File: config.mk
export PLATFORM = sky130hd
export DESIGN_NAME = lbs_front
export DESIGN_NICKNAME = d
export VERILOG_FILES = /design/src/hdl/lbs_pkg.sv /design/src/hdl/lbs_front.sv
export SDC_FILE = /design/constraint.sdc
export NUM_CORES = 1
export LEC_CHECK = 0
export CORE_MARGIN = 2
export CORE_UTILIZATION = 50
export CTS_CLUSTER_DIAMETER = 80
export DETAILED_ROUTE_END_ITERATION = 10
export DONT_BUFFER_PORTS = 1
export PLACE_DENSITY_LB_ADDON = 0.25
export SLEW_MARGIN = 25
export SYNTH_ARGS = -nofsm -noshare
export SYNTH_HDL_FRONTEND = slang
export SYNTH_SLANG_ARGS = --single-unit
File: constraint.sdc
create_clock -name clock -period 16.4 [get_ports clock]
set_input_delay 3.28 -clock clock [delete_from_list [all_inputs] [get_ports clock]]
set_output_delay 3.28 -clock clock [all_outputs]
set_load 0.05 [all_outputs]
File: src/hdl/lbs_pkg.sv
`timescale 1ns / 1ps
// ----------------------------------------------------------------------------
// lbs_pkg
// Shared types, constants and helpers for the skinning block.
// ----------------------------------------------------------------------------
package lbs_pkg;

   localparam int PALETTE_SIZE   = 16;
   localparam int MAX_WEIGHTS    = 4;
   localparam int ELEMS_PER_BONE = 12;
   localparam int PAL_DEPTH      = PALETTE_SIZE * ELEMS_PER_BONE;
   localparam int PAL_AW         = $clog2(PAL_DEPTH);
   localparam int ELEM_TRANS     = 9;

   localparam logic       CMD_LOAD   = 1'b0;
   localparam logic       CMD_VERTEX = 1'b1;
   localparam logic [1:0] CSR_WPV    = 2'd0;
   localparam logic [1:0] CSR_SKIN   = 2'd1;

   typedef struct packed {
      logic               command;
      logic               load_ok;
      logic [3:0]         slot;
      logic [3:0]         elem;
      logic signed [31:0] value;
      logic signed [31:0] pos_x;
      logic signed [31:0] pos_y;
      logic signed [31:0] pos_z;
      logic [15:0]        indices;
      logic [63:0]        weights;
   } item_type;

   function automatic logic signed [31:0] sat32(input logic signed [63:0] v);
      if (v > 64'sd2147483647) begin
         return 32'sh7fffffff;
      end else if (v < -64'sd2147483648) begin
         return 32'sh80000000;
      end
      return v[31:0];
   endfunction

endpackage

File: src/hdl/lbs_front.sv
`timescale 1ns / 1ps
// ----------------------------------------------------------------------------
// lbs_front
// Accepts items, classifies loads and holds them in a two-entry queue.
// ----------------------------------------------------------------------------
module lbs_front (
   input  logic                  clock,
   input  logic                  reset,
   input  logic                  req_valid,
   output logic                  req_stall,
   input  logic                  req_command,
   input  logic [3:0]            req_matrix_slot,
   input  logic [3:0]            req_matrix_element,
   input  logic signed [31:0]    req_matrix_value,
   input  logic signed [31:0]    req_pos_x,
   input  logic signed [31:0]    req_pos_y,
   input  logic signed [31:0]    req_pos_z,
   input  logic [15:0]           req_bone_indices,
   input  logic [63:0]           req_bone_weights,
   output logic                  q_valid,
   output lbs_pkg::item_type     q_item,
   input  logic                  q_pop
);

   lbs_pkg::item_type entry_ff [2];
   logic [1:0] count_ff, count_in;
   logic       wptr_ff, wptr_in, rptr_ff, rptr_in;
   logic       push;
   lbs_pkg::item_type new_item;

   assign req_stall = (count_ff == 2'd2);
   assign push      = req_valid && !req_stall;
   assign q_valid   = (count_ff != 2'd0);
   assign q_item    = entry_ff[rptr_ff];

   always_comb begin
      new_item.command = req_command;
      new_item.load_ok = (32'(req_matrix_slot) < lbs_pkg::PALETTE_SIZE) &&
                         (32'(req_matrix_element) < lbs_pkg::ELEMS_PER_BONE);
      new_item.slot    = req_matrix_slot;
      new_item.elem    = req_matrix_element;
      new_item.value   = req_matrix_value;
      new_item.pos_x   = req_pos_x;
      new_item.pos_y   = req_pos_y;
      new_item.pos_z   = req_pos_z;
      new_item.indices = req_bone_indices;
      new_item.weights = req_bone_weights;
   end

   always_comb begin
      wptr_in  = wptr_ff ^ push;
      rptr_in  = rptr_ff ^ q_pop;
      count_in = count_ff + {1'b0, push} - {1'b0, q_pop};
   end

   always_ff @(posedge clock) begin
      if (reset) begin
         count_ff <= 2'd0;
         wptr_ff  <= 1'b0;
         rptr_ff  <= 1'b0;
      end else begin
         count_ff <= count_in;
         wptr_ff  <= wptr_in;
         rptr_ff  <= rptr_in;
      end
   end

   always_ff @(posedge clock) begin
      if (push) begin
         entry_ff[wptr_ff] <= new_item;
      end
   end

endmodule

; After elaboration in Yosys (flattened, before gate mapping)
; Memories as Yosys holds them, arrays and structs flattened. A register that Yosys moved wholly into a read port is not among the register bits.
; Cells that the tools add are included.
; Widths: inputs -> output; s select.
[word_totals]
in_bits = 221
mem_bits_rw = 436
out_inout_bits = 220
memories = 1
register_bits = 4
[mem_list]
columns = name, words, width, read_ports, rd_clocked_by_memory_dff, wr, line
row1 = entry_ff, 2, 218, 1, 1, 1, lbs_front.sv:25  ; lbs_pkg::item_type entry_ff [2];
[op_classes]
n_eq_ne = 1
reduce_logical = 3
addsub = 2
n_lt_le_gt_ge = 1
n_mux = 3
bitwise_logic = 2
[op_table]
columns = operator, n
row1 = $lt 4x4->1 const B, 1
row2 = $mux 1, 3
row3 = $add 2x1->2, 1
row4 = $eq 2x2->1 const B, 1
row5 = $reduce_bool 2->1, 1
row6 = $sub 2x1->2, 1
row7 = $xor 1x1->1, 2
row8 = $logic_and 1x1->1, 1
row9 = $logic_not 1->1, 1

; Depth between registers and ports, before layout
; Gate-level depths: netlist (run 1).
[logic_depth]
ltp_word = 5
ltp_mapped = 7

; Worst setup path after synthesis (run 1)
; OpenSTA, ideal clock, no wires.
[synth_timing]
kind = input-to-reg
from = in req_valid
to = mem entry_ff[1][0] (netlist bit) (enable)
arrival_time_ps = 8446
t_required_ps = 15793
stages = 2
path_slack_ps = 7347
n_path_buf = 0
path_cell_list = and2_1 > ha_1
[synth_via]
elab_chain_cells = 3
[synth_rtl]
columns = element, line
row1 = "start, declared", lbs_front.sv:9  ; input logic req_valid,
row2 = $logic_and 1x1->1, lbs_front.sv:32  ; assign push = req_valid && !req_stall;
row3 = $mux 1, lbs_front.sv:69  ; if (push) begin
row4 = $mux 1 (implied by the code), lbs_front.sv:70  ; entry_ff[wptr_ff] <= new_item;
row5 = "end, declared", lbs_front.sv:25
; No other way between the ends.

==> results of run 1 <==
## layer usage
metal  global-route usage  vias up  share of wire
met1                0.163     3283           0.31
met3                0.104       56           0.15
li1                     -     2837              -
met2                0.303      368           0.51
met5                    0        -              0
met4               0.0579        0          0.025
## area by class of cell
cell class / instances / area [um^2] / share of cell area
sequential: 440 / 13200 / 0.741
multi-input combinational: 233 / 2610 / 0.147
clock buffer: 54 / 1140 / 0.0641
tap: 402 / 503 / 0.0283
clock inverter: 21 / 260 / 0.0146
timing repair buffer: 7 / 80.1 / 0.00451
inverter: 3 / 11.3 / 0.000634
## kinds of logic after synthesis
kind of cell | after synthesis | share of synthesized area
multiplexers | 218 | 0.153
flip-flops | 440 | 0.822
XOR/XNOR | 2 | 0.00195
adder cells (fa/ha/maj) | 4 | 0.00312
buffers and inverters | 27 | 0.0173
AND/OR/NAND/NOR | 9 | 0.00273
## worst max-delay path: stages, from the launching register on
cell and delay (ns):
dfxtp_4 0.93, buf_4 0.84, mux2_2 0.55
## path summary, 6_finish.rpt
path                from              end  slack (ns)  depth (start not counted)
max              rptr_ff      q_item[188]       10.11                          2
min              wptr_ff          wptr_ff        0.64                          3
max reg2reg  count_ff[0]  entry_ff[0][76]       13.39                          5
min reg2reg      wptr_ff          wptr_ff        0.64                          3
## cell usage in the layout (no fill, tap or decap)
cell type	netlist	routed
edfxtp_1	436	436
xnor3_1	1	1
nor2_1	3	3
clkinv_8	0	3
nand2b_1	1	1
and2_1	1	1
clkbuf_1	0	10
dfxtp_4	0	1
or2_2	1	1
clkinv_2	0	4
nand2_1	2	2
mux2_2	218	218
ha_1	4	2
clkbuf_16	0	44
dfxtp_1	4	3
xnor2_1	1	1
inv_8	0	1
bufinv_16	0	5
ha_4	0	2
inv_1	3	3
buf_4	1	4
nor2b_1	1	1
buf_16	0	1
buf_6	23	2
clkinv_1	0	8
## stage by stage
stage / utilization / instances
2_1_floorplan: - / 700
3_3_place_gp: 0.518 / 1084
3_5_place_dp: 0.518 / 1084
4_1_cts: 0.562 / 1159
5_1_grt: 0.563 / 1160
6_report: 0.563 / 1160
## sequential cells by signal, summed over array words and instances, names as in the netlist
name,cells
wptr_ff,1
entry_ff,436
count_ff,2
rptr_ff,1
## where the power goes
part           internal [uW]  total [uW]  switching (uW)
logic                    120         690             570
clock network            572         960             388
registers               1440        1490            41.5
==> results.yml, run 1 <==
synthesis:
  synth_warnings: 0
  synth-edff-count: 436
  ys.flop_type: "edfxtp_1"
  ys_seq_area_frac: 0.822
  async_flop_share: 0
  syn_nets: 925
  synthCells: 700
  syn-cell-area_um2: 16000
  synth-seq-cells: 440
  ys_types: 15
  synth_area_leader_cell: "edfxtp_1"
  synthTopCellsByArea: "edfxtp_1 (82%), mux2_2 (15%), buf_6 (1.6%), dfxtp_1 (0.50%), ha_1 (0.31%)"
  synth.most_common_cell: "edfxtp_1"
  avgSynthCellArea_um2: 22.9
  yosys-top-cells-count: "edfxtp_1 (436), mux2_2 (218), buf_6 (23), dfxtp_1 (4), ha_1 (4)"
  synth_top_area_frac: 0.817
setup_path:
  start_kind: "register"
  cp.required_ns: 13.12
  end_kind: "output port"
  worstPathArrival_ns: 3.01
  crit_fanout: 77
  critPathKind: "reg -> out"
cts:
  h-tree-depth: 2
  cts_buffers: 44
  clk_pin_slew_ns: 0.06
  worstSkewPairLatency_ns: 0.54
  cts_resized: 0
  ctsRootBufferMaster: "clkbuf_16"
  cts.sinks: 440
  cts_tree: "done"
  clockBufferDepth: 3
  postCtsHoldBufs: 0
  cts_setup_buffers: 0
floorplanning:
  die_w_um: 183
  fp-row-count: 65
  core_um2: 31600
  io_pins: 441
  start_util: 0.508
  die_h_um: 183
  die-area_um2: 33500
cells_and_area:
  stdcell_area_um2: 17800
  synthToLayoutAreaGrowth_pct: 10.9
  layout.nets: 954
  n_fill_cell: 2273
  drive_gt1_frac: 0.377
  antennaDiodeCount: 0
global_route:
  grt_overflow_total: 0
  grt_usage: 0.171
  grt_max_degree: 85
  antenna_found_initial: 0
  grt_pass1_vias: 6922
  grt_pass1_wl_um: 42800
timing:
  slew_headroom: 0.330
  finalHoldViolations: 0
  hold_ws_ns: 0.641
  fin_skew_ns: 0.0141
  period_share: 0.384
  timing.fmax_mhz: 159
  finalMaxSlewViolations: 0
  tns_ns: 0
  worstMarginPinSlew_ns: 1.01
  setup_violations: 0
  fin_crit_ns: 6.29
  rsz0062_at_grt: "no"
  fin_ws_ns: 10.11
routing:
  wl_um: 30200
  wl_per_cell_um: 26.1
  vias: 6544
  drt_iter0_markers: 339
  ant_nets: 0
  drc: 0
  dr.pass1.iters: 5
  vias_per_cell: 5.64
place:
  placed_cell_area_um2: 16300
  io_buffers: 0
  dp_hpwl_um: 20900
  gp_congestion: 0.725
  place_ws_ns: 9.72
power_and_ir_drop:
  vdd_drop_max_mv: 0.147
  p_leak_uw: 0.00572
  p_total_uw: 3140
  p_per_area_nw_per_um2: 176
hold_path:
  hold_class: "reg -> reg"
run_status:
  status: "finished clean"
run:
  cap_violations: 0
Power figures use the tool's default switching activity.
==> inputs of run 2 (changes only) <==
- clock period: 16.4 -> 6.27 ns (I/O delays scaled with it)
==> run 2 against run 1 <==
- utilization is 0.055 points higher
- sequential share of layout area is 0.073 points lower
- via count increased by 0.60%
- largest power group unchanged
- wire length rose by 3.5%
- critical path depth stayed put
- highest routed layer unchanged
- hold slack got worse by 0.021 ns
==> results.yml, run 2 (synthesis results as in run 1) <==
cts:
  worstSkewPairLatency_ns: 0.52
  clk_pin_slew_ns: 0.06
  cts_resized: 0
  h-tree-depth: 2
  clockBufferDepth: 3
  postCtsHoldBufs: 0
  cts_setup_buffers: 0
  cts.sinks: 440
  cts_buffers: 43
  ctsRootBufferMaster: "clkbuf_16"
  cts_tree: "done"
setup_path:
  critPathCapture: "q_item[91]"
  worstPathArrival_ns: 2.80
  start_kind: "register"
  cp_slowest_cell: "dfxtp_4"
  cp.depth: 2
  cp.required_ns: 5.02
  startpoint: "rptr_ff"
  r2r_start: "count_ff[0]"
  crit_fanout: 67
  reg2reg_depth: 4
  slowest_delay_ns: 0.94
  end_kind: "output port"
  critPathTopFamily: "flip-flops"
  crit_buf_inv: 1
  crit_chain: "buf_4 > mux2_2"
  reg2reg_slack_ns: 3.64
  critPathKind: "reg -> out"
  timing.rr.end: "entry_ff[1][112]"
cells_and_area:
  mostFrequentLayoutCells: "edfxtp_1 (436), mux2_2 (218), clkbuf_16 (45)"
  final_common_cell: "edfxtp_1"
  largest_reg_flops: 436
  drive_gt1_frac: 0.385
  antennaDiodeCount: 0
  largestRegisters: "entry_ff (436), count_ff (2)"
  synthToLayoutAreaGrowth_pct: 11.0
  layout.nets: 953
  top_register: "entry_ff"
  n_fill_cell: 2299
timing:
  fin_skew_ns: 0.0122
  worstMarginPinSlew_ns: 0.962
  fin_crit_ns: 4.05
  hold_ws_ns: 0.620
  tns_ns: 0
  rsz0062_at_grt: "no"
  finalMaxSlewViolations: 0
  period_share: 0.647
  timing.fmax_mhz: 247
  setup_violations: 0
  finalHoldViolations: 0
  slew_headroom: 0.359
power_and_ir_drop:
  seqPwrFrac: 0.476
  clock_power_share: 0.306
  p_total_uw: 8210
  vdd_drop_max_mv: 0.313
  comb_power_share: 0.219
  p_leak_uw: 0.00574
  internal-power_uw: 5570
  p_sw_uw: 2630
  switching_share: 0.321
  p_per_area_nw_per_um2: 461
global_route:
  grt_max_degree: 101
  antenna_found_initial: 1
  grt_pass1_wl_um: 43900
  grt_usage: 0.178
  grt_overflow_total: 0
  grt_pass1_vias: 6886
run_status:
  status: "finished clean"
floorplanning:
  die-area_um2: 33500
  die_w_um: 183
  start_util: 0.508
  io_pins: 441
  core_um2: 31600
  fp-row-count: 65
  die_h_um: 183
place:
  dp_hpwl_um: 21200
  gp_congestion: 0.791
  io_buffers: 0
routing:
  wl_um: 31300
  wl_per_cell_um: 26.9
  ant_nets: 0
  vias_per_cell: 5.66
  drc: 0
  dr.pass1.iters: 5
  vias: 6583
  drt_iter0_markers: 383
hold_path:
  hold_class: "reg -> reg"
  hold_depth: 2
run:
  cap_violations: 0
[run 2: power by group through the flow]
stage	logic (uW)	registers [uW]	clock network [uW]
4_1_cts	1810	3910	2560
3_3_place_gp	1780	3950	0
3_5_place_dp	1810	3960	0
2_1_floorplan	1630	4010	0
6_report	1800	3900	2510
5_1_grt	1860	3940	2680
[run 2: how the worst min path moves through the flow]
stage	slack, ns	endpoint	start
2_1_floorplan	0.53	wptr_ff	wptr_ff
3_3_place_gp	0.58	count_ff[0]	count_ff[0]
3_5_place_dp	0.62	count_ff[0]	count_ff[0]
4_1_cts	0.63	count_ff[0]	count_ff[0]
5_1_grt	0.66	count_ff[0]	count_ff[0]
6_report	0.62	count_ff[0]	count_ff[0]
[run 2: cell type report]
class | instances | area (um^2) | area share
Clock buffer | 50 | 1140 | 0.0643
Clock inverter | 29 | 249 | 0.0140
Inverter | 3 | 11.3 | 0.000633
Multi-Input combinational cell | 233 | 2610 | 0.146
Sequential cell | 440 | 13200 | 0.741
Tap cell | 402 | 503 | 0.0283
Timing Repair Buffer | 7 | 103 | 0.00577
[run 2: worst min-delay path, stage by stage, from the launching register on]
cell	delay, ns
dfxtp_1	0.35
ha_1	0.13
nor2b_1	0.11
[run 2: metal layers]
layer,up-vias,track usage,routed length (um)
met5,-,0,0
met4,0,0.0602,851
met3,58,0.0917,4390
met2,397,0.310,15600
met1,3276,0.186,10400
li1,2852,-,-
[run 2: through the flow]
step | worst slack, ns | cells | area (um^2) | util
floorplan | -0.757 | 700 | 16000 | -
global placement | 2.80 | 1084 | 16400 | 0.519
detailed placement | 2.70 | 1084 | 16400 | 0.519
CTS | 2.13 | 1163 | 17800 | 0.563
global route | 2.05 | 1164 | 17800 | 0.564
finish | 2.22 | 1164 | 17800 | 0.564
==> inputs of run 3 (changes only) <==
- clock period: 6.27 -> 3.8 ns (I/O delays scaled with it)
==> run 3 against run 2 <==
- wire length decreased by 6.7%
- utilization up 0.58 points
- final area increased by 1.0%
- hold slack lost 0.33 ns
- register-to-register slack got worse by 1.9 ns
- global-route usage decreased by 1.3 points
- clock skew down 0.0021 ns
- worst setup slack lost 1.5 ns
- first-iteration DRC count down 9.7%
- via count shrank 1.7%
- sequential share of layout area shrank 0.76 points
- largest power group unchanged
- highest routed layer unchanged
==> results.yml, run 3 (synthesis results as in run 1) <==
run_status:
  status: "finished clean"
timing:
  finalHoldViolations: 0
  timing.fmax_mhz: 323
  worstMarginPinSlew_ns: 0.685
  tns_ns: 0
  finalMaxSlewViolations: 0
  fin_crit_ns: 3.09
  rsz0062_at_grt: "no"
  period_share: 0.814
  fin_skew_ns: 0.0102
  slew_headroom: 0.543
  setup_violations: 0
setup_path:
  timing.rr.end: "entry_ff[1][130]"
  reg2reg_slack_ns: 1.72
  end_kind: "output port"
  start_kind: "register"
  reg2reg_depth: 4
  crit_fanout: 46
  critPathKind: "reg -> out"
  r2r_start: "count_ff[0]"
  cp.required_ns: 3.04
  worstPathArrival_ns: 2.33
cells_and_area:
  drive_gt1_frac: 0.395
  n_fill_cell: 2282
  seq_area_um2: 13200
  largestRegisters: "entry_ff (436), count_ff (2)"
  final_common_cell: "edfxtp_1"
  top_register: "entry_ff"
  antennaDiodeCount: 0
  mostFrequentLayoutCells: "edfxtp_1 (436), mux2_2 (218), clkbuf_16 (45)"
  multi_input_area_um2: 2610
  fin_util: 0.570
  layout.nets: 962
  instances_no_fill: 1175
  largest_reg_flops: 436
  synthToLayoutAreaGrowth_pct: 12.1
cts:
  cts.sinks: 440
  clockBufferDepth: 3
  postCtsHoldBufs: 0
  clk_pin_slew_ns: 0.06
  h-tree-depth: 2
  ctsRootBufferMaster: "clkbuf_16"
  worstSkewPairLatency_ns: 0.52
  cts_setup_buffers: 0
  cts_tree: "done"
  cts_buffers: 44
  cts_resized: 0
routing:
  vias: 6474
  wl_um: 29200
  wl_per_cell_um: 24.9
  drt_iter0_markers: 346
  drc: 0
  dr.pass1.iters: 6
  vias_per_cell: 5.51
  ant_nets: 0
hold_path:
  hold_class: "in -> reg"
  holdCritStartpoint: "reset"
  worstHoldEndpoint: "wptr_ff"
  hold_depth: 1
global_route:
  antenna_found_initial: 0
  grt_pass1_vias: 6847
  grt_overflow_total: 0
  grt_max_degree: 70
  grt_pass1_wl_um: 41400
  grt_usage: 0.165
power_and_ir_drop:
  switching_share: 0.317
  seqPwrFrac: 0.466
  p_total_uw: 13700
  p_leak_uw: 0.00583
  vdd_drop_max_mv: 0.427
  p_sw_uw: 4340
  p_per_area_nw_per_um2: 763
  comb_power_share: 0.220
  clock_power_share: 0.314
  internal-power_uw: 9370
floorplanning:
  die-area_um2: 33500
  die_h_um: 183
  core_um2: 31600
  start_util: 0.508
  io_pins: 441
  die_w_um: 183
  fp-row-count: 65
place:
  dpl.cell_count: 1093
  dp_hpwl_um: 20400
  gp_congestion: 0.766
  io_buffers: 0
run:
  cap_violations: 0
[run 3: cell types whose count changed in the layout (fill, tap and decap cells not counted)]
cell / before / now
buf_12: 4 / 8
buf_4: 3 / 7
bufinv_16: 4 / 6
clkbuf_1: 5 / 6
clkinv_1: 10 / 8
clkinv_4: 1 / 2
inv_6: 1 / 2
[run 3: how the worst max path moves through the flow]
stage / end / startpoint / slack [ns]
floorplan: entry_ff[1][0] / req_valid / -0.34
global placement: q_item[151] / rptr_ff / 1.30
detailed placement: q_item[146] / rptr_ff / 1.23
CTS: q_item[3] / rptr_ff / 0.67
global route: q_item[146] / rptr_ff / 0.59
finish: q_item[146] / rptr_ff / 0.71
[run 3: area by class of cell]
class	instances	share of cell area
clock buffers	51	0.0639
clock inverters	31	0.0177
inverters	3	0.000626
multi-input cells	233	0.145
flip-flops and latches	440	0.733
well taps	402	0.0280
repair buffers	15	0.0118
[run 3: worst max-delay path: stages (launching register included)]
cell and delay, ns:
dfxtp_4 0.79, buf_4 0.47, mux2_2 0.51
[run 3: power groups by stage]
stage          combinational [uW]  clock, uW  sequential [uW]
2_1_floorplan                2690          0             6510
3_3_place_gp                 3010          0             6460
3_5_place_dp                 3050          0             6500
4_1_cts                      3050       4410             6400
5_1_grt                      3130       4610             6450
6_report                     3020       4310             6390
[run 3: metal layers]
metal / vias to the layer above / wire [um] / global-route usage
met4: 0 / 718 / 0.0547
li1: 2863 / - / -
met1: 3197 / 9430 / 0.167
met5: - / 0 / 0
met2: 360 / 14900 / 0.289
met3: 54 / 4180 / 0.0923
[run 3: per-stage QoR]
stage / setup slack [ns] / instance area [um^2] / hold slack, ns
final: 0.707 / 18000 / 0.295
after global routing: 0.586 / 18000 / 0.275
after CTS: 0.671 / 18000 / 0.275
after detailed placement: 1.23 / 16500 / 0.624
after global placement: 1.30 / 16500 / 0.579
after floorplan: -0.345 / 16000 / 0.564
